<file path="src/rtl/mft_pkg.sv">
// shared types, constants and codes of the manchester frame transmitter
package mft_pkg;

	// default transmit buffer depth in bytes
	localparam int DEF_BUFFER_BYTES = 16;

	// payload widths
	localparam int DATA_W     = 8;
	localparam int CFG_IDX_W  = 2;
	localparam int CFG_DATA_W = 8;

	// item kinds
	localparam logic KIND_TICK = 1'b0;
	localparam logic KIND_LOAD = 1'b1;

	// configuration register indexes
	localparam logic [CFG_IDX_W-1:0] CFG_PHASE_POLARITY = 2'd0;
	localparam logic [CFG_IDX_W-1:0] CFG_LINE_POLARITY  = 2'd1;

	// line constants
	localparam logic       IDLE_LEVEL    = 1'b1;
	localparam logic [2:0] BIT_MSB       = 3'd7;
	localparam logic [2:0] BIT_LSB       = 3'd0;
	localparam logic [1:0] START_HALVES  = 2'd2;

	// polarity settings handed to the engine
	typedef struct packed {
		logic phase_polarity;
		logic line_polarity;
	} cfg_t;

	// one result item
	typedef struct packed {
		logic line_drive;
		logic line_level;
		logic frame_done;
		logic load_rejected;
	} res_t;

endpackage

</file>
<file path="src/rtl/mft_ifs.sv">
// handshake interfaces of the manchester frame transmitter

// command channel: tick or byte load
interface mft_cmd_if;
	logic                      valid;
	logic                      ready;
	logic                      kind;
	logic [mft_pkg::DATA_W-1:0] data_byte;

	modport source (output valid, output kind, output data_byte, input ready);
	modport sink   (input valid, input kind, input data_byte, output ready);
endinterface

// result channel: one item per command
interface mft_res_if;
	logic valid;
	logic ready;
	logic line_drive;
	logic line_level;
	logic frame_done;
	logic load_rejected;

	modport source (output valid, output line_drive, output line_level,
		output frame_done, output load_rejected, input ready);
	modport sink   (input valid, input line_drive, input line_level,
		input frame_done, input load_rejected, output ready);
endinterface

// configuration write channel
interface mft_cfg_if;
	logic                          valid;
	logic                          ready;
	logic [mft_pkg::CFG_IDX_W-1:0]  index;
	logic [mft_pkg::CFG_DATA_W-1:0] data;

	modport source (output valid, output index, output data, input ready);
	modport sink   (input valid, input index, input data, output ready);
endinterface

</file>
<file path="src/rtl/mft_ram.sv">
// generic single write port ram with registered read
module mft_ram #(
	parameter int WIDTH = 8,
	parameter int DEPTH = 16,
	parameter int ADDR_W = (DEPTH > 1) ? $clog2(DEPTH) : 1
) (
	input  logic              clk,
	input  logic              we,
	input  logic [ADDR_W-1:0] waddr,
	input  logic [WIDTH-1:0]  wdata,
	input  logic [ADDR_W-1:0] raddr,
	output logic [WIDTH-1:0]  rdata
);

	logic [WIDTH-1:0] mem_q [DEPTH];

	// write port
	always_ff @(posedge clk) begin
		if (we) begin
			mem_q[waddr] <= wdata;
		end
	end

	// registered read port
	always_ff @(posedge clk) begin
		rdata <= mem_q[raddr];
	end

endmodule

</file>
<file path="src/rtl/mft_engine.sv">
// frame state, byte buffer and line level logic of the transmitter
module mft_engine #(
	parameter int BUFFER_BYTES = mft_pkg::DEF_BUFFER_BYTES
) (
	input  logic                       clk,
	input  logic                       arst_n,
	input  logic                       step,
	input  logic                       kind,
	input  logic [mft_pkg::DATA_W-1:0] data_byte,
	input  mft_pkg::cfg_t              cfg,
	output mft_pkg::res_t              res
);
	import mft_pkg::*;

	localparam int CNT_W  = $clog2(BUFFER_BYTES + 1);
	localparam int ADDR_W = (BUFFER_BYTES > 1) ? $clog2(BUFFER_BYTES) : 1;
	localparam logic [CNT_W-1:0] FULL = CNT_W'(BUFFER_BYTES);
	localparam logic [CNT_W-1:0] ONE  = CNT_W'(1);

	logic [CNT_W-1:0]  byte_count_q, byte_count_n;
	logic [CNT_W-1:0]  byte_index_q, byte_index_n;
	logic [2:0]        bit_index_q, bit_index_n;
	logic [1:0]        start_q, start_n;
	logic              half_phase_q, half_phase_n;
	logic              idle_pending_q, idle_pending_n;
	logic [DATA_W-1:0] cur_q, cur_n;
	logic              byp_q, byp_n;
	logic [DATA_W-1:0] byp_data_q;

	logic              we;
	logic [CNT_W-1:0]  rd_next;
	logic [DATA_W-1:0] ram_rdata;
	logic [DATA_W-1:0] nxt_byte;
	logic              positive;
	logic              data_bit;
	logic              empty;

	// nxt_byte holds the byte after the current one, from the ram or from the write bypass
	assign nxt_byte = byp_q ? byp_data_q : ram_rdata;
	assign empty    = (byte_index_q >= byte_count_q);
	assign positive = (half_phase_q == cfg.phase_polarity);
	assign data_bit = cur_q[bit_index_q];

	// next state and result of the accepted item
	always_comb begin
		byte_count_n   = byte_count_q;
		byte_index_n   = byte_index_q;
		bit_index_n    = bit_index_q;
		start_n        = start_q;
		half_phase_n   = half_phase_q;
		idle_pending_n = idle_pending_q;
		cur_n          = cur_q;
		we             = 1'b0;
		res            = '0;
		if (step) begin
			if (kind == KIND_LOAD) begin
				if (byte_count_q >= FULL) begin
					res.load_rejected = 1'b1;
				end else begin
					we           = 1'b1;
					byte_count_n = byte_count_q + ONE;
					if (empty) begin
						cur_n = data_byte;
					end
				end
			end else if (empty) begin
				if (idle_pending_q) begin
					res.line_drive = 1'b1;
					res.line_level = IDLE_LEVEL ^ cfg.line_polarity;
					idle_pending_n = 1'b0;
				end
			end else begin
				res.line_drive = 1'b1;
				half_phase_n   = ~half_phase_q;
				if (start_q < START_HALVES) begin
					// start bit halves
					res.line_level = (~positive) ^ cfg.line_polarity;
					start_n        = start_q + 2'd1;
				end else begin
					res.line_level = (positive ? ~data_bit : data_bit) ^ cfg.line_polarity;
					if (half_phase_q) begin
						// second half of a bit ends it
						if (bit_index_q == BIT_LSB) begin
							bit_index_n  = BIT_MSB;
							byte_index_n = byte_index_q + ONE;
							if ((byte_index_q + ONE) >= byte_count_q) begin
								byte_count_n   = '0;
								byte_index_n   = '0;
								start_n        = '0;
								half_phase_n   = 1'b0;
								idle_pending_n = 1'b1;
								res.frame_done = 1'b1;
							end else begin
								cur_n = nxt_byte;
							end
						end else begin
							bit_index_n = bit_index_q - 3'd1;
						end
					end
				end
			end
		end
	end

	// prefetch address and write bypass for the same entry
	assign rd_next = byte_index_n + ONE;
	assign byp_n   = we && (byte_count_q == rd_next);

	// control state
	always_ff @(posedge clk or negedge arst_n) begin
		if (!arst_n) begin
			byte_count_q   <= '0;
			byte_index_q   <= '0;
			bit_index_q    <= BIT_MSB;
			start_q        <= '0;
			half_phase_q   <= 1'b0;
			idle_pending_q <= 1'b0;
			byp_q          <= 1'b0;
		end else begin
			byte_count_q   <= byte_count_n;
			byte_index_q   <= byte_index_n;
			bit_index_q    <= bit_index_n;
			start_q        <= start_n;
			half_phase_q   <= half_phase_n;
			idle_pending_q <= idle_pending_n;
			byp_q          <= byp_n;
		end
	end

	// current byte and bypass data
	always_ff @(posedge clk) begin
		cur_q      <= cur_n;
		byp_data_q <= data_byte;
	end

	// transmit byte buffer
	mft_ram #(
		.WIDTH (DATA_W),
		.DEPTH (BUFFER_BYTES),
		.ADDR_W(ADDR_W)
	) u_ram (
		.clk  (clk),
		.we   (we),
		.waddr(byte_count_q[ADDR_W-1:0]),
		.wdata(data_byte),
		.raddr(rd_next[ADDR_W-1:0]),
		.rdata(ram_rdata)
	);

endmodule

</file>
<file path="src/rtl/manchester_frame_transmitter_unit.sv">
// top level of the manchester frame transmitter
//
// Channels: cmd takes one item per half-bit tick (kind tick) or per byte to
// append to the transmit buffer (kind load). res returns exactly one item per
// command: the line drive and level for a tick, frame done on the tick that
// ends the last buffered bit, and load rejected when a load finds the buffer
// full. cfg writes phase_polarity (index 0) and line_polarity (index 1), bit 0
// of the data; other indexes are dropped. cfg is always ready.
// A result is registered: it sits in the output register from the cycle after
// its command is taken. Throughput: one item per cycle while res is ready; the
// buffer ram prefetches the next byte each cycle, so bytes follow without a gap.
// Reset: buffer empty, bit pointer at the msb, no idle level pending, both
// polarities zero, no result pending. The buffer contents need no clearing.
// Stall: while a result waits and res is not ready, cmd ready is low and the
// result holds; a command is taken in the same cycle the result is taken.
module manchester_frame_transmitter_unit #(
	parameter int BUFFER_BYTES = mft_pkg::DEF_BUFFER_BYTES
) (
	input logic       clk,
	input logic       arst_n,
	mft_cmd_if.sink   cmd,
	mft_res_if.source res,
	mft_cfg_if.sink   cfg
);
	import mft_pkg::*;

	cfg_t cfg_q;
	res_t eng_res;
	res_t res_q;
	logic res_valid_q;
	logic step;

	// handshake
	assign cmd.ready = !res_valid_q || res.ready;
	assign step      = cmd.valid && cmd.ready;
	assign cfg.ready = 1'b1;

	// polarity registers
	always_ff @(posedge clk or negedge arst_n) begin
		if (!arst_n) begin
			cfg_q <= '0;
		end else if (cfg.valid) begin
			if (cfg.index == CFG_PHASE_POLARITY) begin
				cfg_q.phase_polarity <= cfg.data[0];
			end else if (cfg.index == CFG_LINE_POLARITY) begin
				cfg_q.line_polarity <= cfg.data[0];
			end
		end
	end

	// frame engine
	mft_engine #(
		.BUFFER_BYTES(BUFFER_BYTES)
	) u_engine (
		.clk      (clk),
		.arst_n   (arst_n),
		.step     (step),
		.kind     (cmd.kind),
		.data_byte(cmd.data_byte),
		.cfg      (cfg_q),
		.res      (eng_res)
	);

	// output register valid
	always_ff @(posedge clk or negedge arst_n) begin
		if (!arst_n) begin
			res_valid_q <= 1'b0;
		end else if (step) begin
			res_valid_q <= 1'b1;
		end else if (res.ready) begin
			res_valid_q <= 1'b0;
		end
	end

	// output register payload
	always_ff @(posedge clk) begin
		if (step) begin
			res_q <= eng_res;
		end
	end

	assign res.valid         = res_valid_q;
	assign res.line_drive    = res_q.line_drive;
	assign res.line_level    = res_q.line_level;
	assign res.frame_done    = res_q.frame_done;
	assign res.load_rejected = res_q.load_rejected;

endmodule
</file>
<file path="src/flat_wrapper.sv">
// flat-port wrapper written by rule: the top's interface ports become plain ports
module manchester_frame_transmitter_unit_flat import mft_pkg::*;
#(
	parameter int BUFFER_BYTES = mft_pkg::DEF_BUFFER_BYTES
)
  (clk, arst_n, cmd_valid, cmd_kind, cmd_data_byte, cmd_ready, res_valid, res_line_drive, res_line_level, res_frame_done, res_load_rejected, res_ready, cfg_valid, cfg_index, cfg_data, cfg_ready);
  mft_cmd_if cmd_i ();
  mft_res_if res_i ();
  mft_cfg_if cfg_i ();
  input logic clk;
  input logic arst_n;
  input wire logic [$bits(cmd_i.valid)-1:0] cmd_valid;
  input wire logic [$bits(cmd_i.kind)-1:0] cmd_kind;
  input wire logic [$bits(cmd_i.data_byte)-1:0] cmd_data_byte;
  output wire logic [$bits(cmd_i.ready)-1:0] cmd_ready;
  output wire logic [$bits(res_i.valid)-1:0] res_valid;
  output wire logic [$bits(res_i.line_drive)-1:0] res_line_drive;
  output wire logic [$bits(res_i.line_level)-1:0] res_line_level;
  output wire logic [$bits(res_i.frame_done)-1:0] res_frame_done;
  output wire logic [$bits(res_i.load_rejected)-1:0] res_load_rejected;
  input wire logic [$bits(res_i.ready)-1:0] res_ready;
  input wire logic [$bits(cfg_i.valid)-1:0] cfg_valid;
  input wire logic [$bits(cfg_i.index)-1:0] cfg_index;
  input wire logic [$bits(cfg_i.data)-1:0] cfg_data;
  output wire logic [$bits(cfg_i.ready)-1:0] cfg_ready;
  assign cmd_i.valid = cmd_valid;
  assign cmd_i.kind = cmd_kind;
  assign cmd_i.data_byte = cmd_data_byte;
  assign cmd_ready = cmd_i.ready;
  assign res_valid = res_i.valid;
  assign res_line_drive = res_i.line_drive;
  assign res_line_level = res_i.line_level;
  assign res_frame_done = res_i.frame_done;
  assign res_load_rejected = res_i.load_rejected;
  assign res_i.ready = res_ready;
  assign cfg_i.valid = cfg_valid;
  assign cfg_i.index = cfg_index;
  assign cfg_i.data = cfg_data;
  assign cfg_ready = cfg_i.ready;
  manchester_frame_transmitter_unit #(.BUFFER_BYTES(BUFFER_BYTES)) u_core (.clk(clk), .arst_n(arst_n), .cmd(cmd_i), .res(res_i), .cfg(cfg_i));
endmodule
</file>
<file path="config.mk">
export PLATFORM = sky130hd
export DESIGN_NAME = manchester_frame_transmitter_unit_flat
export DESIGN_NICKNAME = d
export VERILOG_FILES = /design/src/rtl/mft_pkg.sv /design/src/rtl/mft_ifs.sv /design/src/rtl/mft_ram.sv /design/src/rtl/mft_engine.sv /design/src/rtl/manchester_frame_transmitter_unit.sv /design/src/flat_wrapper.sv
export SDC_FILE = /design/constraint.sdc
export NUM_CORES = 1
export LEC_CHECK = 0
export BUFFER_PORTS_ARGS = -buffer_cell sky130_fd_sc_hd__buf_2
export CAP_MARGIN = 20
export CORE_MARGIN = 10
export CORE_UTILIZATION = 45
export CTS_CLUSTER_DIAMETER = 30
export DETAILED_ROUTE_END_ITERATION = 16
export GPL_TIMING_DRIVEN = 0
export MAX_ROUTING_LAYER = met4
export PLACE_DENSITY = 0.63
export SLEW_MARGIN = 20
export SYNTH_ARGS = -nofsm -noshare
export SYNTH_HDL_FRONTEND = slang
export SYNTH_SLANG_ARGS = --single-unit
</file>
<file path="constraint.sdc">
create_clock -name clk -period 4.6 [get_ports clk]
set_input_delay 0.46 -clock clk [delete_from_list [all_inputs] [get_ports clk]]
set_output_delay 0.46 -clock clk [all_outputs]
set_load 0.01 [all_outputs]
</file>
Word-level counts from Yosys, hierarchy flattened
Memories as Yosys holds them, arrays and structs flattened. A register that Yosys moved wholly into a read port is not among the register bits.
Index checks and enable logic that the tools add are counted.
- register bits after elaboration: 41
- bits in latches: 0
- bits in writable memories: 128
- memory bits (read-only): 0
- output and inout bits: 7
- word-level logic and storage cells: 124
- memories: 1
- $add $sub $neg: 5
- $mul: 0
- divide/modulo/power cells: 0
- order comparisons: 5
- equal/unequal tests: 9
- shift-type cells: 0
- mux-type cells: 52
- bitwise logic cells: 11
- reduce and logical (&&, ||, !) cells: 25
- memories (name ; depth ; width ; read ports ; clocked after memory_dff ; write ports ; RTL line ; RTL):
    u_core.u_engine.u_ram.mem_q ; 16 ; 8 ; 1 ; 1 ; 1 ; mft_ram.sv:15 ; logic [WIDTH-1:0] mem_q [DEPTH];
- operators with widths (kind ; count):
    8-bit two-way mux ; 9
    5-bit two-way mux ; 14
    1-bit two-way mux ; 21
    2-bit nonzero test ; 10
    5-bit by 1-bit adder with 5-bit output, second input constant ; 3
    2-bit two-way mux ; 6
    6-bit AND reduction ; 2
    5-bit greater-or-equal comparator ; 2
    2-bit != test, second input constant ; 5
    1-bit inverter ; 9
    8-bit AND reduction ; 1
    7-bit AND reduction ; 1
    3-bit AND reduction ; 2
    5-bit equality test ; 1
    5-bit greater-or-equal comparator, second input constant ; 1
    5-bit AND reduction ; 1
    5-bit OR reduction ; 1
    3-bit by 4-bit less-than comparator with 1-bit output, second input constant ; 1
    1-bit binary-select mux with 3-bit select ; 1
    3-bit logical NOT ; 1
    3-bit two-way mux ; 1
    3-bit by 1-bit subtractor with 3-bit output, second input constant ; 1
    2-bit by 1-bit adder with 2-bit output, second input constant ; 1
    2-bit by 1-bit equality test with 1-bit output, second input constant ; 1
    other kinds (9) ; 11

Logic depth before layout (Yosys ltp)
- depth in word-level cells: 12
- gate-level depth with buffers: 17
- depth with buffers taken out: 13

By module
Synthesis repeated with hierarchy kept, for this count alone.
- cells, all modules: 444
- area, all modules: 7468.4 um^2
- modules (own cells, without submodules) (module ; instances ; cells an instance ; area each (um^2)):
    mft_ram ; 1 ; 229 ; 5147.4
    mft_engine ; 1 ; 199 ; 2049.5
    manchester_frame_transmitter_unit ; 1 ; 16 ; 271.5

Worst setup path before layout
Ideal clock, no wire load.
- path kind: register to register
- start: reg u_core.u_engine.byte_index_q[0]
- end: reg u_core.u_engine.u_ram.rdata[0], read port of u_core.u_engine.u_ram.mem_q
- setup time: 134 ps
- data arrival time: 4100 ps
- data required time: 4466 ps
- path slack: 366 ps
- stages on the path, launching flop included: 17
- buffers on the path: 4
- period minus slack after synthesis: 4234 ps
- cell sequence: dfrtp_1 ha_1 xor2_1 ha_1 nand2_1 o21ai_1 a31o_1 clkbuf_1 nor3_4 a21oi_2 clkbuf_8 inv_1 ha_1 clkbuf_1 clkbuf_1 mux4_2 mux4_2
- cells in the longest elaborated chain, start to end: 10
- ends and longest elaborated chain (what ; RTL line ; RTL):
    start: declaration ; mft_engine.sv:21 ; logic [CNT_W-1:0] byte_index_q, byte_index_n;
    start signal: assignment ; mft_engine.sv:121 ; byte_index_q <= byte_index_n;
    5-bit by 1-bit adder with 5-bit output ; mft_engine.sv:85, mft_engine.sv:86 ;
    5-bit greater-or-equal comparator ; mft_engine.sv:86 ; if ((byte_index_q + ONE) >= byte_count_q) begin
    5-bit two-way mux ; mft_engine.sv:86 ;
    5-bit two-way mux ; mft_engine.sv:83 ; if (bit_index_q == BIT_LSB) begin
    5-bit two-way mux ; mft_engine.sv:81 ; if (half_phase_q) begin
    5-bit two-way mux ; mft_engine.sv:75 ; if (start_q < START_HALVES) begin
    5-bit two-way mux ; mft_engine.sv:66 ; end else if (empty) begin
    5-bit two-way mux ; mft_engine.sv:56 ; if (kind == KIND_LOAD) begin
    5-bit two-way mux (*) ; mft_engine.sv:55 ; if (step) begin
    via u_core.u_engine.byte_index_n[0] ; mft_engine.sv:21 ;
    5-bit by 1-bit adder with 5-bit output (*) ; mft_engine.sv:106 ; assign rd_next = byte_index_n + ONE;
    end: declaration ; mft_ram.sv:12 ; output logic [WIDTH-1:0] rdata
The timed path passes the listed nets; every way through them passes the cells marked *.
A chain may end at the register's enable or synchronous reset.

Worst setup path in the final report
Ends and elaborated chain as after synthesis.

==> impl_metrics.toml <==
[outcome]
run_status = "completed"

[routing]
wl_per_cell_um = 20.9
totalWireLength_um = 14700
first_pass_iters = 6
drt_iter0_drc = 268
drc = 0
drtAntennaViolNets = 0
via_per_inst = 5.50
vias = 3886

[grt]
gr-usage-met2_pct = 22.2
gr-usage-all-layers_pct = 14.6
grt_pass1_wl_um = 23500
grt-busiest-layer = "met2"
grt_max_degree = 22
overflow = 0
grt_use_met1_pct = 18.7
met3_usage_pct = 4.25
grt_pass1_vias = 4082
antenna_found_initial = 0

[sta]
fin_ws_ps = 466
min_period_ps = 4130
whs_ps = 276
max_freq_mhz = 242
tns_ps = 0
finalCritPeriodShare_pct = 89.9
hold_viol = 0
timing.slew.headroom_pct = 35.5
setup_viol = 0
skew_ps = 12.6
maxSlewViolCount = 0
worst_pin_slew_ps = 963
rsz0062_at_grt = "no"

[place]
place.gp.congestion = 0.806
post-place-ws_ps = -637
port_buffers = 21
dpl.hpwl_um = 10000

[setup_path]
critical_path.cell_chain = "ha_1 -> xor2_1 -> ha_1 -> nand2_1 -> o21ai_1 -> a31o_2 -> nor3_4 -> a21oi_4 -> clkbuf_8 -> inv_1 -> ha_1 -> clkbuf_1 -> buf_4 -> mux4_1 -> mux4_2"
cpMostUsedCell = "ha_1"
cp_slowest_cell = "mux4_2"
crit_required_ps = 4890
crit_type = "reg -> reg"
critPathCaptureType = "flip-flop"
crit_buf_inv = 4
path_max_fanout = 10
cp.arrival_ps = 4430
cp_top_family = "multiplexers"
slowest_delay_ps = 510
critPathLaunchType = "flip-flop"

[power_and_ir_drop]
p_seq_share_pct = 42.3
p_clk_share_pct = 29.5
cell_internal_pwr_uw = 3350
p_per_area_nw_per_um2 = 565
vdd_drop_max_mv = 0.294
switching_power_uw = 1450
leakagePower_uw = 0.00303
comb_power_share_pct = 28.3
p_sw_share_pct = 30.2
p_total_uw = 4800

[yosys]
syn_inst = 432
synth_area_per_cell_um2 = 17.3
ys_ff_latch = 177
synth_edf_count = 140
syn_area_um2 = 7470
ys_types = 56
ys.flop_type = "edfxtp_1"
async_reset_ff_share_pct = 11.9
seq_area_frac_synth_pct = 67.7
synth-warning-count = 0
syn-num-nets = 474

[floorplan]
start_util_pct = 45.5
rows = 47
dieArea_um2 = 22100
die_w_um = 149
core-area_um2 = 16400
chipHeight_um = 149
io_pins = 31

[layout]
utilization_pct = 51.8
antennaDiodeCount = 0
layout_commonest_cell = "edfxtp_1"
layout.nets = 516
drive_gt1_share_pct = 23.2
layout_common_cells = "140 x edfxtp_1, 29 x nand2_1, 29 x nor2_1"
area_delta_synth_final_pct = 13.8
n_fill_cell = 1328

[clock_tree]
numCtsBuffers = 17
htreeDepth = 4
cts_sinks = 177
tritoncts = "built"
cts.clk_slew.worst_paths_ps = 70
clock_path_buffers = 2
clockRootBuffer = "clkbuf_16"
clk_latency_ps = 430

[hold_path]
hold_path_class = "in -> reg"

[job]
drv_cap = 0
## final timing paths
kind                                                      start                              to  slack, ps  depth (start not counted)
worst min register to register   u_core.u_engine.idle_pending_q  u_core.u_engine.idle_pending_q        530                          2
worst max-delay path            u_core.u_engine.byte_index_q[0]  u_core.u_engine.u_ram.rdata[0]        470                         15
worst min-delay path                                  cmd_valid                u_core.res.valid        280                          2
max in group asynchronous                                arst_n  u_core.u_engine.bit_index_q[1]       3720                          2
worst max register to register  u_core.u_engine.byte_index_q[0]  u_core.u_engine.u_ram.rdata[0]        470                         15
min in group asynchronous                                arst_n      u_core.u_engine.start_q[0]        530                          2
## worst reg2reg max path, delay by kind of cell (launching register included)
kind                       cells  cell delay (ps)
muxes                          2              920
adders and majority gates      3              850
buffers and inverters          4              820
AOI/OAI and AO/OA              3              640
DFF                            1              490
xor gates and xnor gates       1              160
and+or+nand+nor                2              130
## synth_stat cells, types with 2 or more instances
master    count  area share (%)
dfstp_2       3             1.1
ha_1         18             3.0
inv_2         2            0.10
mux2i_1       9             1.2
or4_1         2            0.20
o21a_1        2            0.20
xor2_1        3            0.35
nand2b_1      4            0.34
a31oi_1       3            0.25
edfxtp_1    140              56
o21ai_0      17             1.1
xnor2_1       7            0.82
nand2_1      29             1.5
nor3b_1       2            0.20
a21o_1        3            0.30
nand3b_1      2            0.20
nand3_1       5            0.34
dfxtp_1      16             4.3
a21oi_1       6            0.40
a21oi_2       2            0.23
and3_1        5            0.42
buf_6         3            0.45
nor3_1        6            0.40
mux4_1       15             5.3
o21ai_1       2            0.13
mux2_2        2            0.30
mux4_2       27             8.1
dfrtp_1      18             6.0
inv_1        14            0.70
nor2_1       29             1.5
clkbuf_1     11            0.55
## area by class of cell
type / instances / area, um^2 / area share (%)
buffer: 14 / 100 / 1.18
inverter: 16 / 60.1 / 0.707
tap: 220 / 275 / 3.24
multi-input combinational: 223 / 2280 / 26.9
timing repair buffer: 25 / 138 / 1.62
clock inverter: 15 / 160 / 1.88
clock buffer: 17 / 425 / 5.01
sequential: 177 / 5050 / 59.5
## per-stage QoR
stage | cells | area [um^2]
global placement | 673 | 7850
detailed placement | 675 | 7880
floorplan | 432 | 7470
global route | 707 | 8500
CTS | 707 | 8490
finish | 707 | 8500
## registers in the layout, summed over array words and instances (netlist names), 3 cells and up
name,count
u_core.u_engine.u_ram.mem_q,128
u_core.u_engine.byp_data_q,8
u_core.u_engine.cur_q,8
u_core.u_engine.u_ram.rdata,8
u_core.u_engine.byte_count_q,5
u_core.u_engine.byte_index_q,5
u_core.u_engine.bit_index_q,3
## power by group through the flow
stage          clock [uW]  combinational [uW]  sequential, uW
6_report             1410                1360            2030
2_1_floorplan           0                 991            2020
5_1_grt              1500                1490            2050
3_3_place_gp            0                1330            2040
4_1_cts              1440                1380            2010
3_5_place_dp            0                1370            2050
## what timing repair did
| item | in CTS | in global routing |
|---|---|---|
| endpoints found under the setup margin | 9 | 8 |
| hold buffers | 1 | 0 |
| buffers inserted | 0 | 1 |
| hold endpoints to repair | 18 | 0 |
| gates resized for setup | 6 | 7 |
## per-layer routing
metal  wire length (um)  vias to the layer above
met5                  0                        -
met4                106                        0
met3                824                        7
met2               7050                      103
met1               6770                     1998
li1                   -                     1778
## cells by family after synthesis
logic type / after synthesis / share of synthesized area [%]
buffers and inverters: 32 / 2.09
AND/OR/NAND/NOR: 92 / 6.00
flip-flops: 177 / 67.7
other: 1 / 0.0502
XOR/XNOR: 12 / 1.76
adder cells (fa/ha/maj): 18 / 3.02
multiplexers: 53 / 14.9
AO/OA/AOI/OAI: 47 / 4.47
Power figures use the tool's default switching activity.
